### src/sv/csle_pkg.sv
// Package for the cursor sequence list engine: sizes, command and status codes,
// sequencer states and the structs passed between the sequencer, store and top level.
// No dependencies.
package csle_pkg;

	// List capacity and derived widths
	localparam int DEPTH = 32;
	localparam int AW    = $clog2(DEPTH);      // item address / cursor
	localparam int CW    = $clog2(DEPTH + 1);  // item count, 0..DEPTH
	localparam int DW    = 32;                 // item word

	typedef enum logic [3:0] {
		ACT_START    = 4'd0,
		ACT_END      = 4'd1,
		ACT_ADVANCE  = 4'd2,
		ACT_INSERT   = 4'd3,
		ACT_ATTACH   = 4'd4,
		ACT_REMOVE   = 4'd5,
		ACT_PUSH_FR  = 4'd6,
		ACT_PUSH_BK  = 4'd7,
		ACT_POP_FR   = 4'd8,
		ACT_READ     = 4'd9
	} action_t;

	typedef enum logic [2:0] {
		ST_OK    = 3'd0,
		ST_FULL  = 3'd1,
		ST_NOCUR = 3'd2,
		ST_EMPTY = 3'd3,
		ST_RANGE = 3'd4
	} status_t;

	typedef enum logic [2:0] {
		S_IDLE,
		S_SHIFT,
		S_PUT,
		S_RD_IDX,
		S_RD_CUR,
		S_FIN
	} seq_state_t;

	// Store access for one cycle: one write port, one read port
	typedef struct packed {
		logic                 we;
		logic [AW-1:0]        waddr;
		logic signed [DW-1:0] wdata;
		logic [AW-1:0]        raddr;
	} mem_req_t;

	// Finished command, valid while fin is high
	typedef struct packed {
		logic                 fin;
		status_t              status;
		logic                 has_cur;
		logic [CW-1:0]        count;
		logic signed [DW-1:0] cur_value;
		logic signed [DW-1:0] read_value;
	} seq_rsp_t;

endpackage

### src/sv/csle_mem.sv
// Item store of the cursor sequence list engine: DEPTH words, one write and
// one registered read per cycle. Depends on csle_pkg.
module csle_mem (
	input  logic                          clk,
	input  csle_pkg::mem_req_t            req,
	output logic signed [csle_pkg::DW-1:0] rd_data
);
	import csle_pkg::*;

	logic signed [DW-1:0] mem_q [DEPTH];
	logic signed [DW-1:0] rd_data_q;

	// Write port and registered read port (read returns the old word on a collision)
	always_ff @(posedge clk) begin
		if (req.we) begin
			mem_q[req.waddr] <= req.wdata;
		end
		rd_data_q <= mem_q[req.raddr];
	end

	assign rd_data = rd_data_q;

endmodule

### src/sv/csle_seq.sv
// Command sequencer of the cursor sequence list engine: decodes a command,
// holds cursor and count, and moves items one per cycle through an address
// stepper. Depends on csle_pkg.
module csle_seq (
	input  logic                           clk,
	input  logic                           arst_n,
	input  logic                           start,
	input  logic [3:0]                     action,
	input  logic signed [csle_pkg::DW-1:0] entry_value,
	input  logic [4:0]                     read_index,
	input  logic signed [csle_pkg::DW-1:0] rd_data,
	output logic                           busy,
	output csle_pkg::mem_req_t             mem_req,
	output csle_pkg::seq_rsp_t             rsp
);
	import csle_pkg::*;

	seq_state_t           state_q, state_d;
	logic [AW-1:0]        cursor_q;
	logic [CW-1:0]        count_q;
	status_t              status_q;
	logic [CW-1:0]        mv_q;
	logic [AW-1:0]        rp_q;
	logic [AW-1:0]        wp_q;
	logic                 pend_q;
	logic                 up_q;
	logic                 put_q;
	logic [AW-1:0]        pos_q;
	logic                 rd_idx_q;
	logic [AW-1:0]        ridx_q;
	logic signed [DW-1:0] entry_q;
	logic signed [DW-1:0] readv_q;

	logic                 accept;
	logic                 cur;
	logic                 full;
	logic [CW-1:0]        pos_w;
	status_t              d_status;
	logic [AW-1:0]        d_cursor;
	logic [CW-1:0]        d_count;
	logic [CW-1:0]        d_mv;
	logic [AW-1:0]        d_rp;
	logic                 d_up;
	logic                 d_put;
	logic                 d_rd;
	logic [AW-1:0]        step;
	logic                 has_cur;

	assign accept  = start && (state_q == S_IDLE);
	assign cur     = CW'(cursor_q) < count_q;
	assign full    = count_q >= CW'(DEPTH);
	assign has_cur = cur;

	// Command decode: new cursor and count, plus the move job for the sequencer
	always_comb begin
		d_status = ST_OK;
		d_cursor = cursor_q;
		d_count  = count_q;
		d_mv     = '0;
		d_rp     = '0;
		d_up     = 1'b0;
		d_put    = 1'b0;
		d_rd     = 1'b0;
		pos_w    = '0;
		case (action_t'(action))
			ACT_START: begin
				d_cursor = '0;
			end
			ACT_END: begin
				d_cursor = (count_q != '0) ? AW'(count_q - 1'b1) : '0;
			end
			ACT_ADVANCE: begin
				if (!cur) begin
					d_status = ST_NOCUR;
				end else if (cursor_q != AW'(DEPTH - 1)) begin
					d_cursor = cursor_q + 1'b1;
				end
			end
			ACT_INSERT, ACT_ATTACH, ACT_PUSH_FR, ACT_PUSH_BK: begin
				if (full) begin
					d_status = ST_FULL;
				end else begin
					case (action_t'(action))
						ACT_INSERT:  pos_w = cur ? CW'(cursor_q) : '0;
						ACT_ATTACH:  pos_w = cur ? CW'(cursor_q) + 1'b1 : count_q;
						ACT_PUSH_BK: pos_w = count_q;
						default:     pos_w = '0;
					endcase
					d_cursor = AW'(pos_w);
					d_mv     = count_q - pos_w;
					d_rp     = AW'(count_q - 1'b1);
					d_up     = 1'b1;
					d_put    = 1'b1;
					d_count  = count_q + 1'b1;
				end
			end
			ACT_REMOVE: begin
				if (!cur) begin
					d_status = ST_NOCUR;
				end else begin
					d_mv    = count_q - CW'(cursor_q) - 1'b1;
					d_rp    = AW'(CW'(cursor_q) + 1'b1);
					d_count = count_q - 1'b1;
				end
			end
			ACT_POP_FR: begin
				if (count_q == '0) begin
					d_status = ST_EMPTY;
				end else begin
					d_mv     = count_q - 1'b1;
					d_rp     = AW'(1);
					d_count  = count_q - 1'b1;
					d_cursor = '0;
				end
			end
			ACT_READ: begin
				if (CW'(read_index) < count_q) begin
					d_rd = 1'b1;
				end else begin
					d_status = ST_RANGE;
				end
			end
			default: begin
			end
		endcase
	end

	// Address stepper: write address of the word read this cycle
	assign step = up_q ? rp_q + 1'b1 : rp_q - 1'b1;

	// Next state
	always_comb begin
		state_d = state_q;
		case (state_q)
			S_IDLE: begin
				if (start) begin
					if (d_mv != '0) begin
						state_d = S_SHIFT;
					end else if (d_put) begin
						state_d = S_PUT;
					end else if (d_rd) begin
						state_d = S_RD_IDX;
					end else begin
						state_d = S_RD_CUR;
					end
				end
			end
			S_SHIFT: begin
				if (mv_q == '0) begin
					state_d = put_q ? S_PUT : S_RD_CUR;
				end
			end
			S_PUT:    state_d = S_RD_CUR;
			S_RD_IDX: state_d = S_RD_CUR;
			S_RD_CUR: state_d = S_FIN;
			S_FIN:    state_d = S_IDLE;
			default:  state_d = S_IDLE;
		endcase
	end

	// Outputs: store access and response
	always_comb begin
		busy          = (state_q != S_IDLE);
		mem_req.we    = ((state_q == S_SHIFT) && pend_q) || (state_q == S_PUT);
		mem_req.waddr = (state_q == S_PUT) ? pos_q : wp_q;
		mem_req.wdata = (state_q == S_PUT) ? entry_q : rd_data;
		case (state_q)
			S_RD_IDX: mem_req.raddr = ridx_q;
			S_RD_CUR: mem_req.raddr = cursor_q;
			default:  mem_req.raddr = rp_q;
		endcase
		rsp.fin        = (state_q == S_FIN);
		rsp.status     = status_q;
		rsp.has_cur    = has_cur;
		rsp.count      = count_q;
		rsp.cur_value  = has_cur ? rd_data : '0;
		rsp.read_value = rd_idx_q ? readv_q : '0;
	end

	// Control state
	always_ff @(posedge clk or negedge arst_n) begin
		if (!arst_n) begin
			state_q  <= S_IDLE;
			cursor_q <= '0;
			count_q  <= '0;
			status_q <= ST_OK;
			mv_q     <= '0;
			pend_q   <= 1'b0;
			up_q     <= 1'b0;
			put_q    <= 1'b0;
			rd_idx_q <= 1'b0;
		end else begin
			state_q <= state_d;
			if (accept) begin
				cursor_q <= d_cursor;
				count_q  <= d_count;
				status_q <= d_status;
				mv_q     <= d_mv;
				pend_q   <= 1'b0;
				up_q     <= d_up;
				put_q    <= d_put;
				rd_idx_q <= d_rd;
			end else if (state_q == S_SHIFT) begin
				if (mv_q != '0) begin
					mv_q   <= mv_q - 1'b1;
					pend_q <= 1'b1;
				end else begin
					pend_q <= 1'b0;
				end
			end
		end
	end

	// Addresses and data words; reads walk against the direction items move
	always_ff @(posedge clk) begin
		if (accept) begin
			rp_q    <= d_rp;
			pos_q   <= d_cursor;
			ridx_q  <= AW'(read_index);
			entry_q <= entry_value;
		end else if ((state_q == S_SHIFT) && (mv_q != '0)) begin
			rp_q <= up_q ? rp_q - 1'b1 : rp_q + 1'b1;
			wp_q <= step;
		end
		if ((state_q == S_RD_CUR) && rd_idx_q) begin
			readv_q <= rd_data;
		end
	end

	// Checks
	a_count_max: assert property (@(posedge clk) disable iff (!arst_n)
		count_q <= CW'(DEPTH))
		else $error("item count above capacity");

	a_fin_idle: assert property (@(posedge clk) disable iff (!arst_n)
		(state_q == S_FIN) |=> (state_q == S_IDLE))
		else $error("finish not followed by idle");

	a_accept_busy: assert property (@(posedge clk) disable iff (!arst_n)
		accept |=> busy)
		else $error("accepted transaction did not start");

	a_shift_pend: assert property (@(posedge clk) disable iff (!arst_n)
		((state_q == S_SHIFT) && (mv_q != '0)) |=> pend_q)
		else $error("moved word lost");

	a_no_collide: assert property (@(posedge clk) disable iff (!arst_n)
		((state_q == S_SHIFT) && pend_q && (mv_q != '0)) |-> (wp_q != rp_q))
		else $error("shift write hits pending read");

endmodule

### src/sv/cursor_sequence_list_engine.sv
// Top level of the cursor sequence list engine: sequencer, item store and
// result registers. Depends on csle_pkg, csle_mem, csle_seq.
//
//  channel   | handshake            | payload
//  ----------+----------------------+----------------------------------------------
//  command   | start, busy          | action, entry_value, read_index
//  result    | done (1-cycle pulse) | current_value, has_current, item_count,
//            |                      | read_value, status
//
// A command passes through SHIFT while items move, PUT for a write, RD_IDX for a read
// by index, then RD_CUR and FIN, and done is registered from FIN;
// one read and one write port shift one item per cycle.
// busy is high from the accepting edge until the cycle before done.
// arst_n clears cursor, count and sequencer; store contents are left as they are.
// done is not held: the receiver takes the result in its single cycle.
module cursor_sequence_list_engine (
	input  logic                           clk,
	input  logic                           arst_n,
	input  logic                           start,
	output logic                           busy,
	input  logic [3:0]                     action,
	input  logic signed [31:0]             entry_value,
	input  logic [4:0]                     read_index,
	output logic                           done,
	output logic signed [31:0]             current_value,
	output logic                           has_current,
	output logic [5:0]                     item_count,
	output logic signed [31:0]             read_value,
	output logic [2:0]                     status
);
	import csle_pkg::*;

	mem_req_t             mem_req;
	seq_rsp_t             rsp;
	logic signed [DW-1:0] rd_data;

	logic                 done_q;
	logic signed [DW-1:0] cur_value_q;
	logic                 has_cur_q;
	logic [CW-1:0]        count_q;
	logic signed [DW-1:0] read_value_q;
	status_t              status_q;

	csle_seq u_seq (
		.clk         (clk),
		.arst_n      (arst_n),
		.start       (start),
		.action      (action),
		.entry_value (entry_value),
		.read_index  (read_index),
		.rd_data     (rd_data),
		.busy        (busy),
		.mem_req     (mem_req),
		.rsp         (rsp)
	);

	csle_mem u_mem (
		.clk     (clk),
		.req     (mem_req),
		.rd_data (rd_data)
	);

	// Result strobe
	always_ff @(posedge clk or negedge arst_n) begin
		if (!arst_n) begin
			done_q <= 1'b0;
		end else begin
			done_q <= rsp.fin;
		end
	end

	// Result registers
	always_ff @(posedge clk) begin
		if (rsp.fin) begin
			cur_value_q  <= rsp.cur_value;
			has_cur_q    <= rsp.has_cur;
			count_q      <= rsp.count;
			read_value_q <= rsp.read_value;
			status_q     <= rsp.status;
		end
	end

	assign done          = done_q;
	assign current_value = cur_value_q;
	assign has_current   = has_cur_q;
	assign item_count    = count_q;
	assign read_value    = read_value_q;
	assign status        = status_q;

endmodule
### config.mk
export PLATFORM = sky130hd
export DESIGN_NAME = cursor_sequence_list_engine
export DESIGN_NICKNAME = d
export VERILOG_FILES = /design/src/sv/csle_pkg.sv /design/src/sv/csle_mem.sv /design/src/sv/csle_seq.sv /design/src/sv/cursor_sequence_list_engine.sv
export SDC_FILE = /design/constraint.sdc
export NUM_CORES = 2
export LEC_CHECK = 0
export ABC_AREA = 1
export BUFFER_PORTS_ARGS = -buffer_cell sky130_fd_sc_hd__buf_2
export CAP_MARGIN = 20
export CORE_MARGIN = 8
export CORE_UTILIZATION = 63
export CTS_CLUSTER_DIAMETER = 60
export DETAILED_ROUTE_END_ITERATION = 16
export PLACE_DENSITY = 0.86
export SLEW_MARGIN = 5
export SYNTH_ARGS = -nofsm -noshare
export SYNTH_HDL_FRONTEND = slang
export SYNTH_SLANG_ARGS = --single-unit
### constraint.sdc
create_clock -name clk -period 8.15 [get_ports clk]
set_input_delay 1.63 -clock clk [delete_from_list [all_inputs] [get_ports clk]]
set_output_delay 1.63 -clock clk [all_outputs]
set_load 0.02 [all_outputs]
# [Yosys cells after proc, flatten, opt, wreduce, memory -nomap -nowiden]
# Memories as Yosys holds them, arrays and structs flattened. A register that Yosys moved wholly into a read port is not among the register bits.
# Cells that the tools add are included.
[word_totals] out_inout_bits=76 reg_bits=185 ram_bits=1024 memories=1 word_cells=133
[memory_table] memory="u_mem.mem_q" depth=32 width=32 read_ports=1 rd_clocked_by_memory_dff=1 write_ports=1 line_no="csle_mem.sv:10" text="logic signed [DW-1:0] mem_q [DEPTH];"
[classes] n_bitwise=1 eq_ne=20 n_addsub=10 order_cmp=3 n_reduce_logical=24 muxes=54
[op_table] cell="$mux 6" count=12
[op_table] cell="$mux 5" count=13
[op_table] cell="$pmux 6 s3" count=3
[op_table] cell="$mux 32" count=1
[op_table] cell="$pmux 5 s5" count=1
[op_table] cell="$pmux 3 s4" count=2
[op_table] cell="$mux 3" count=7
[op_table] cell="$reduce_bool 6->1" count=3
[op_table] cell="$sub 6x1->6 const B" count=3
[op_table] cell="$eq 4x3->1 const B" count=4
[op_table] cell="$pmux 5 s3" count=1
[op_table] cell="$logic_not 6->1" count=2
[op_table] cell="$lt 5x6->1" count=2
[op_table] cell="$mux 1" count=11
[op_table] cell="$add 5x1->5 const B" count=2
[op_table] cell="$pmux 5 s2" count=1
[op_table] cell="$eq 4x2->1 const B" count=2
[op_table] cell="$eq 4x4->1 const B" count=2
[op_table] cell="$add 5x1->6 const B" count=1
[op_table] cell="$add 6x1->6 const B" count=1
[op_table] cell="$eq 3x2->1 const B" count=2
[op_table] cell="$eq 3x3->1 const B" count=2
[op_table] cell="$ge 6x6->1 const B" count=1
[op_table] cell="$ne 2x2->1 const B" count=3
[op_table] cell="other kinds (19)" count=30

# [Longest topological paths before layout]
[logic_depth] depth_word=12 depth_mapped=27 mapped_depth_nobuf=26

# [Modules after synthesis]
# From an unflattened synthesis, not the netlist that was laid out.
[unflattened] hier_cells=4431 area_unflattened_um2=51366.8
[by_module_without_submodules] module="csle_mem" area_per_inst_um2=42405.7 instances=1 cells_per_inst=3536
[by_module_without_submodules] module="csle_seq" area_per_inst_um2=6713.9 instances=1 cells_per_inst=820
[by_module_without_submodules] module="cursor_sequence_list_engine" area_per_inst_um2=2247.2 instances=1 cells_per_inst=75

# [Least setup slack after synthesis]
# Ideal clock, no wire load.
[synth_timing] path_kind="register to register" from="register u_seq.state_q[2]" to="register done_q, in the netlist done" path_slack_ns=1.889 setup_time_ns=0.649 arrival_ns=5.612 synth_period_minus_slack_ns=6.261 stages_incl_launch_ff=3 t_required_ns=7.501 path_cell_list="dfrtp_1 -> inv_2 -> nor3_1"
[synth_lines] item="start, declared" line_no="csle_seq.sv:18" text="seq_state_t state_q, state_d;"
[synth_lines] item="start signal, assigned" line_no="csle_seq.sv:193" text="state_q <= state_d;"
[synth_lines] item="end signal, assigned" line_no="cursor_sequence_list_engine.sv:68" text="done_q <= rsp.fin;"
[synth_lines] item="end, declared" line_no="cursor_sequence_list_engine.sv:37" text="logic done_q;"

# [Final worst setup path]
[layout_timing] from="register u_seq.state_q[1]" to="register u_mem.rd_data_q[2], in the netlist u_mem.rd_data[2], read port of u_mem.mem_q"
[layout_via] elab_chain_len=2 elab_cells_between_ends=3 classes_between="2 x eq/ne; 1 x mux"
[layout_rtl] item="$eq 3x3->1 or $eq 3x2->1 (tied branches)" line_no="csle_seq.sv:167" text="case (state_q)"
[layout_rtl] item="$pmux 5 s2 *" line_no="csle_seq.sv:167"
[layout_rtl] item="end, declared" line_no="csle_mem.sv:11" text="logic signed [DW-1:0] rd_data_q;"
# Mark *: on every way between the ends. The rest lies on a longest branch, timed or not.
# A chain may end at the register's enable or synchronous reset.

==> impl_metrics.env <==
export IMPL_timing_slew_headroom_pct=20.2
export IMPL_status="finished, final reports clean"
export IMPL_layout_nets=5258
export IMPL_power_density_nw_per_um2=410
export IMPL_io_buffer_count=119
export IMPL_ant_nets=0
export IMPL_antenna_found_initial=0
export IMPL_worst_hold_path_type="reg2reg"
export IMPL_yosysSeqAreaShare_pct=68.5
export IMPL_syn_inst=5112
export IMPL_synth_top_area_share_pct=66.1
export IMPL_routed_wl_microns=147000
export IMPL_cts_tree="done"
export IMPL_start_util_pct=63.3
export IMPL_gr_total_overflow=0
export IMPL_dr_pass1_iters=8
export IMPL_finalSetupTns_ns=0
export IMPL_cell_internal_pwr_uw=14000
export IMPL_grt_pass1_vias=39100
export IMPL_io_pins=120
export IMPL_hold_violations=0
export IMPL_cts_root_buf="clkbuf_16"
export IMPL_ys_types=42
export IMPL_seqPwrFrac_pct=36.3
export IMPL_cp_start_kind="flip-flop"
export IMPL_p_switching_uw=10400
export IMPL_synth_top_cell_by_area="edfxtp_1"
export IMPL_drc=0
export IMPL_h_tree_depth=3
export IMPL_comb_power_share_pct=41.8
export IMPL_grt_pass1_wl_microns=221000
export IMPL_drtIter0Drc=6212
export IMPL_fin_worst_skew_ns=0.0356
export IMPL_cts_hold_buf=0
export IMPL_die_area_sq_um=94900
export IMPL_via_count=39100
export IMPL_gp_congestion=0.890
export IMPL_postCtsResizedCells=0
export IMPL_rsz0062_at_grt="false"
export IMPL_synth_seq_cells=1241
export IMPL_hpwl_microns=78800
export IMPL_worstPathRequired_ns=8.79
export IMPL_final_instance_count_excl_fill=6428
export IMPL_synth_nets=5186
export IMPL_worst_pin_slew_ns=1.20
export IMPL_p_leak_uw=0.0250
export IMPL_peakVddDrop_v=0.000311
export IMPL_row_count=107
export IMPL_mostFrequentLayoutCells="nand2_1 (1474), edfxtp_1 (1182), inv_1 (821), nand3_1 (726)"
export IMPL_path_clk_slew_ns=0.06
export IMPL_utilization_pct=70.1
export IMPL_avgSynthCellArea_sq_um=10.5
export IMPL_postCtsSetupBuffers=0
export IMPL_synth_async_reset_ratio_pct=2.18
export IMPL_layout_commonest_cell="nand2_1"
export IMPL_synthesis_area_sq_um=53700
export IMPL_crit_arrival_ns=5.53
export IMPL_switching_share_pct=42.7
export IMPL_synth_edff_count=1182
export IMPL_synth_flop_cell="edfxtp_1"
export IMPL_yosys_warnings=0
export IMPL_grt_max_degree=165
export IMPL_cts_buffer_depth=3
export IMPL_fin_crit_sh_pct=60.1
export IMPL_layout_drive_gt1_share_pct=9.29
export IMPL_fin_crit_ns=4.90
export IMPL_setup_viol=0
export IMPL_end_kind="flip-flop"
export IMPL_clk_latency_ns=0.71
export IMPL_synthToLayoutAreaGrowth_pct=10.7
export IMPL_max_freq_mhz=204
export IMPL_cap_violations=0
export IMPL_dpl_cell_count=6208
export IMPL_hold_ws_ns=0.458
export IMPL_wl_per_cell_microns=22.9
export IMPL_die_w_microns=308
export IMPL_crit_type="reg2reg"
export IMPL_core_area_sq_um=84900
export IMPL_via_per_inst=6.08
export IMPL_diodes=0
export IMPL_cts_buffers_inserted=118
export IMPL_cts_sinks=1241
export IMPL_grt_usage_pct=30.3
export IMPL_slew_violations=0
export IMPL_cp_max_fo=119
export IMPL_die_h_microns=308
export IMPL_netlist_top_cells_area="edfxtp_1 (66%), nand2_1 (10%), nand3_1 (6.8%)"
export IMPL_pwr_share_clk_pct=21.9
state kept, by name, summed over array words and instances, names as in the netlist, 6 cells and up:
signal	flops
u_seq.entry_q	32
u_seq.mv_q	6
item_count	6
u_mem.rd_data	32
u_seq.count_q	6
current_value	32
u_mem.mem_q	1024
u_seq.readv_q	32
read_value	32
final cells by class:
cell class	count	area (sq um)
well taps	1144	1430
inverters	830	3130
fillers	5253	25400
multi-input cells	2783	13000
repair buffers	210	1320
flip-flops and latches	1241	36800
clock buffers	158	3170
clock inverters	62	556
metrics by stage:
step	total power, uW	area [sq um]	setup WS (ns)
after floorplan	15400	53700	1.89
after global placement	18200	55700	3.68
after detailed placement	18600	55700	3.58
after CTS	24100	59500	3.47
after global routing	25400	59500	3.03
final	24400	59500	3.25
synthesized netlist by cell type (11+ instances only):
library cell / n
buf_1: 19
dfxtp_1: 32
edfxtp_1: 1182
dfrtp_1: 27
o211ai_1: 39
or2_0: 24
nor2_1: 149
xor2_1: 12
ha_1: 28
or2_2: 36
o21ai_0: 38
buf_2: 145
nor3_1: 11
nand2_1: 1475
a21oi_1: 118
nand4_1: 74
inv_1: 822
clkbuf_1: 80
nand3_1: 728
worst max-delay path, stage by stage (launching register included):
cell,delay [ns]
dfrtp_1,0.48
nor2_4,0.19
nand2_2,0.16
nand3_2,0.11
buf_4,0.67
nand3_4,0.66
inv_8,0.76
buf_4,0.71
nand2_1,0.10
nand2_1,0.10
nand2_1,0.06
nand3_1,0.10
nand3_1,0.21
nand2_1,0.16
nand2_1,0.07
nand2_1,0.10
final timing paths:
path / start / end / slack, ns / depth (start not counted)
setup / recovery: u_seq.state_q[1] / u_mem.rd_data[2] / 3.25 / 15
hold / removal: u_seq.status_q[2] / status[2] / 0.46 / 0
setup reg to reg: u_seq.state_q[1] / u_mem.rd_data[2] / 3.25 / 15
hold reg to reg: u_seq.status_q[2] / status[2] / 0.46 / 0
max in group asynchronous: arst_n / u_seq.mv_q[1] / 6.74 / 1
min in group asynchronous: arst_n / u_seq.count_q[4] / 0.96 / 1
power by group through the flow:
stage,clock [uW],sequential [uW],combinational (uW)
3_5_place_dp,0,8960,9660
3_3_place_gp,0,8950,9290
6_report,5340,8870,10200
5_1_grt,5590,8880,10900
4_1_cts,5340,8840,9910
2_1_floorplan,0,8910,6530
routing by layer:
metal  wire (microns)  GRT usage, %  share of wire (%)
met2            70000          49.7                 48
met1            48400          37.0                 33
met4            11100          19.9                7.5
met3            17600          5.37                 12
met5                0             0                  0
cell families after synthesis:
group | after synthesis | share of synthesized area, %
xor+xnor | 18 | 0.294
simple gates | 2519 | 20.1
flops | 1241 | 68.5
compound gates | 215 | 2.26
mux | 1 | 0.0186
buf+inv | 1088 | 8.07
fa+ha+maj | 30 | 0.727
Note: power is estimated with default switching activity, not from simulation.
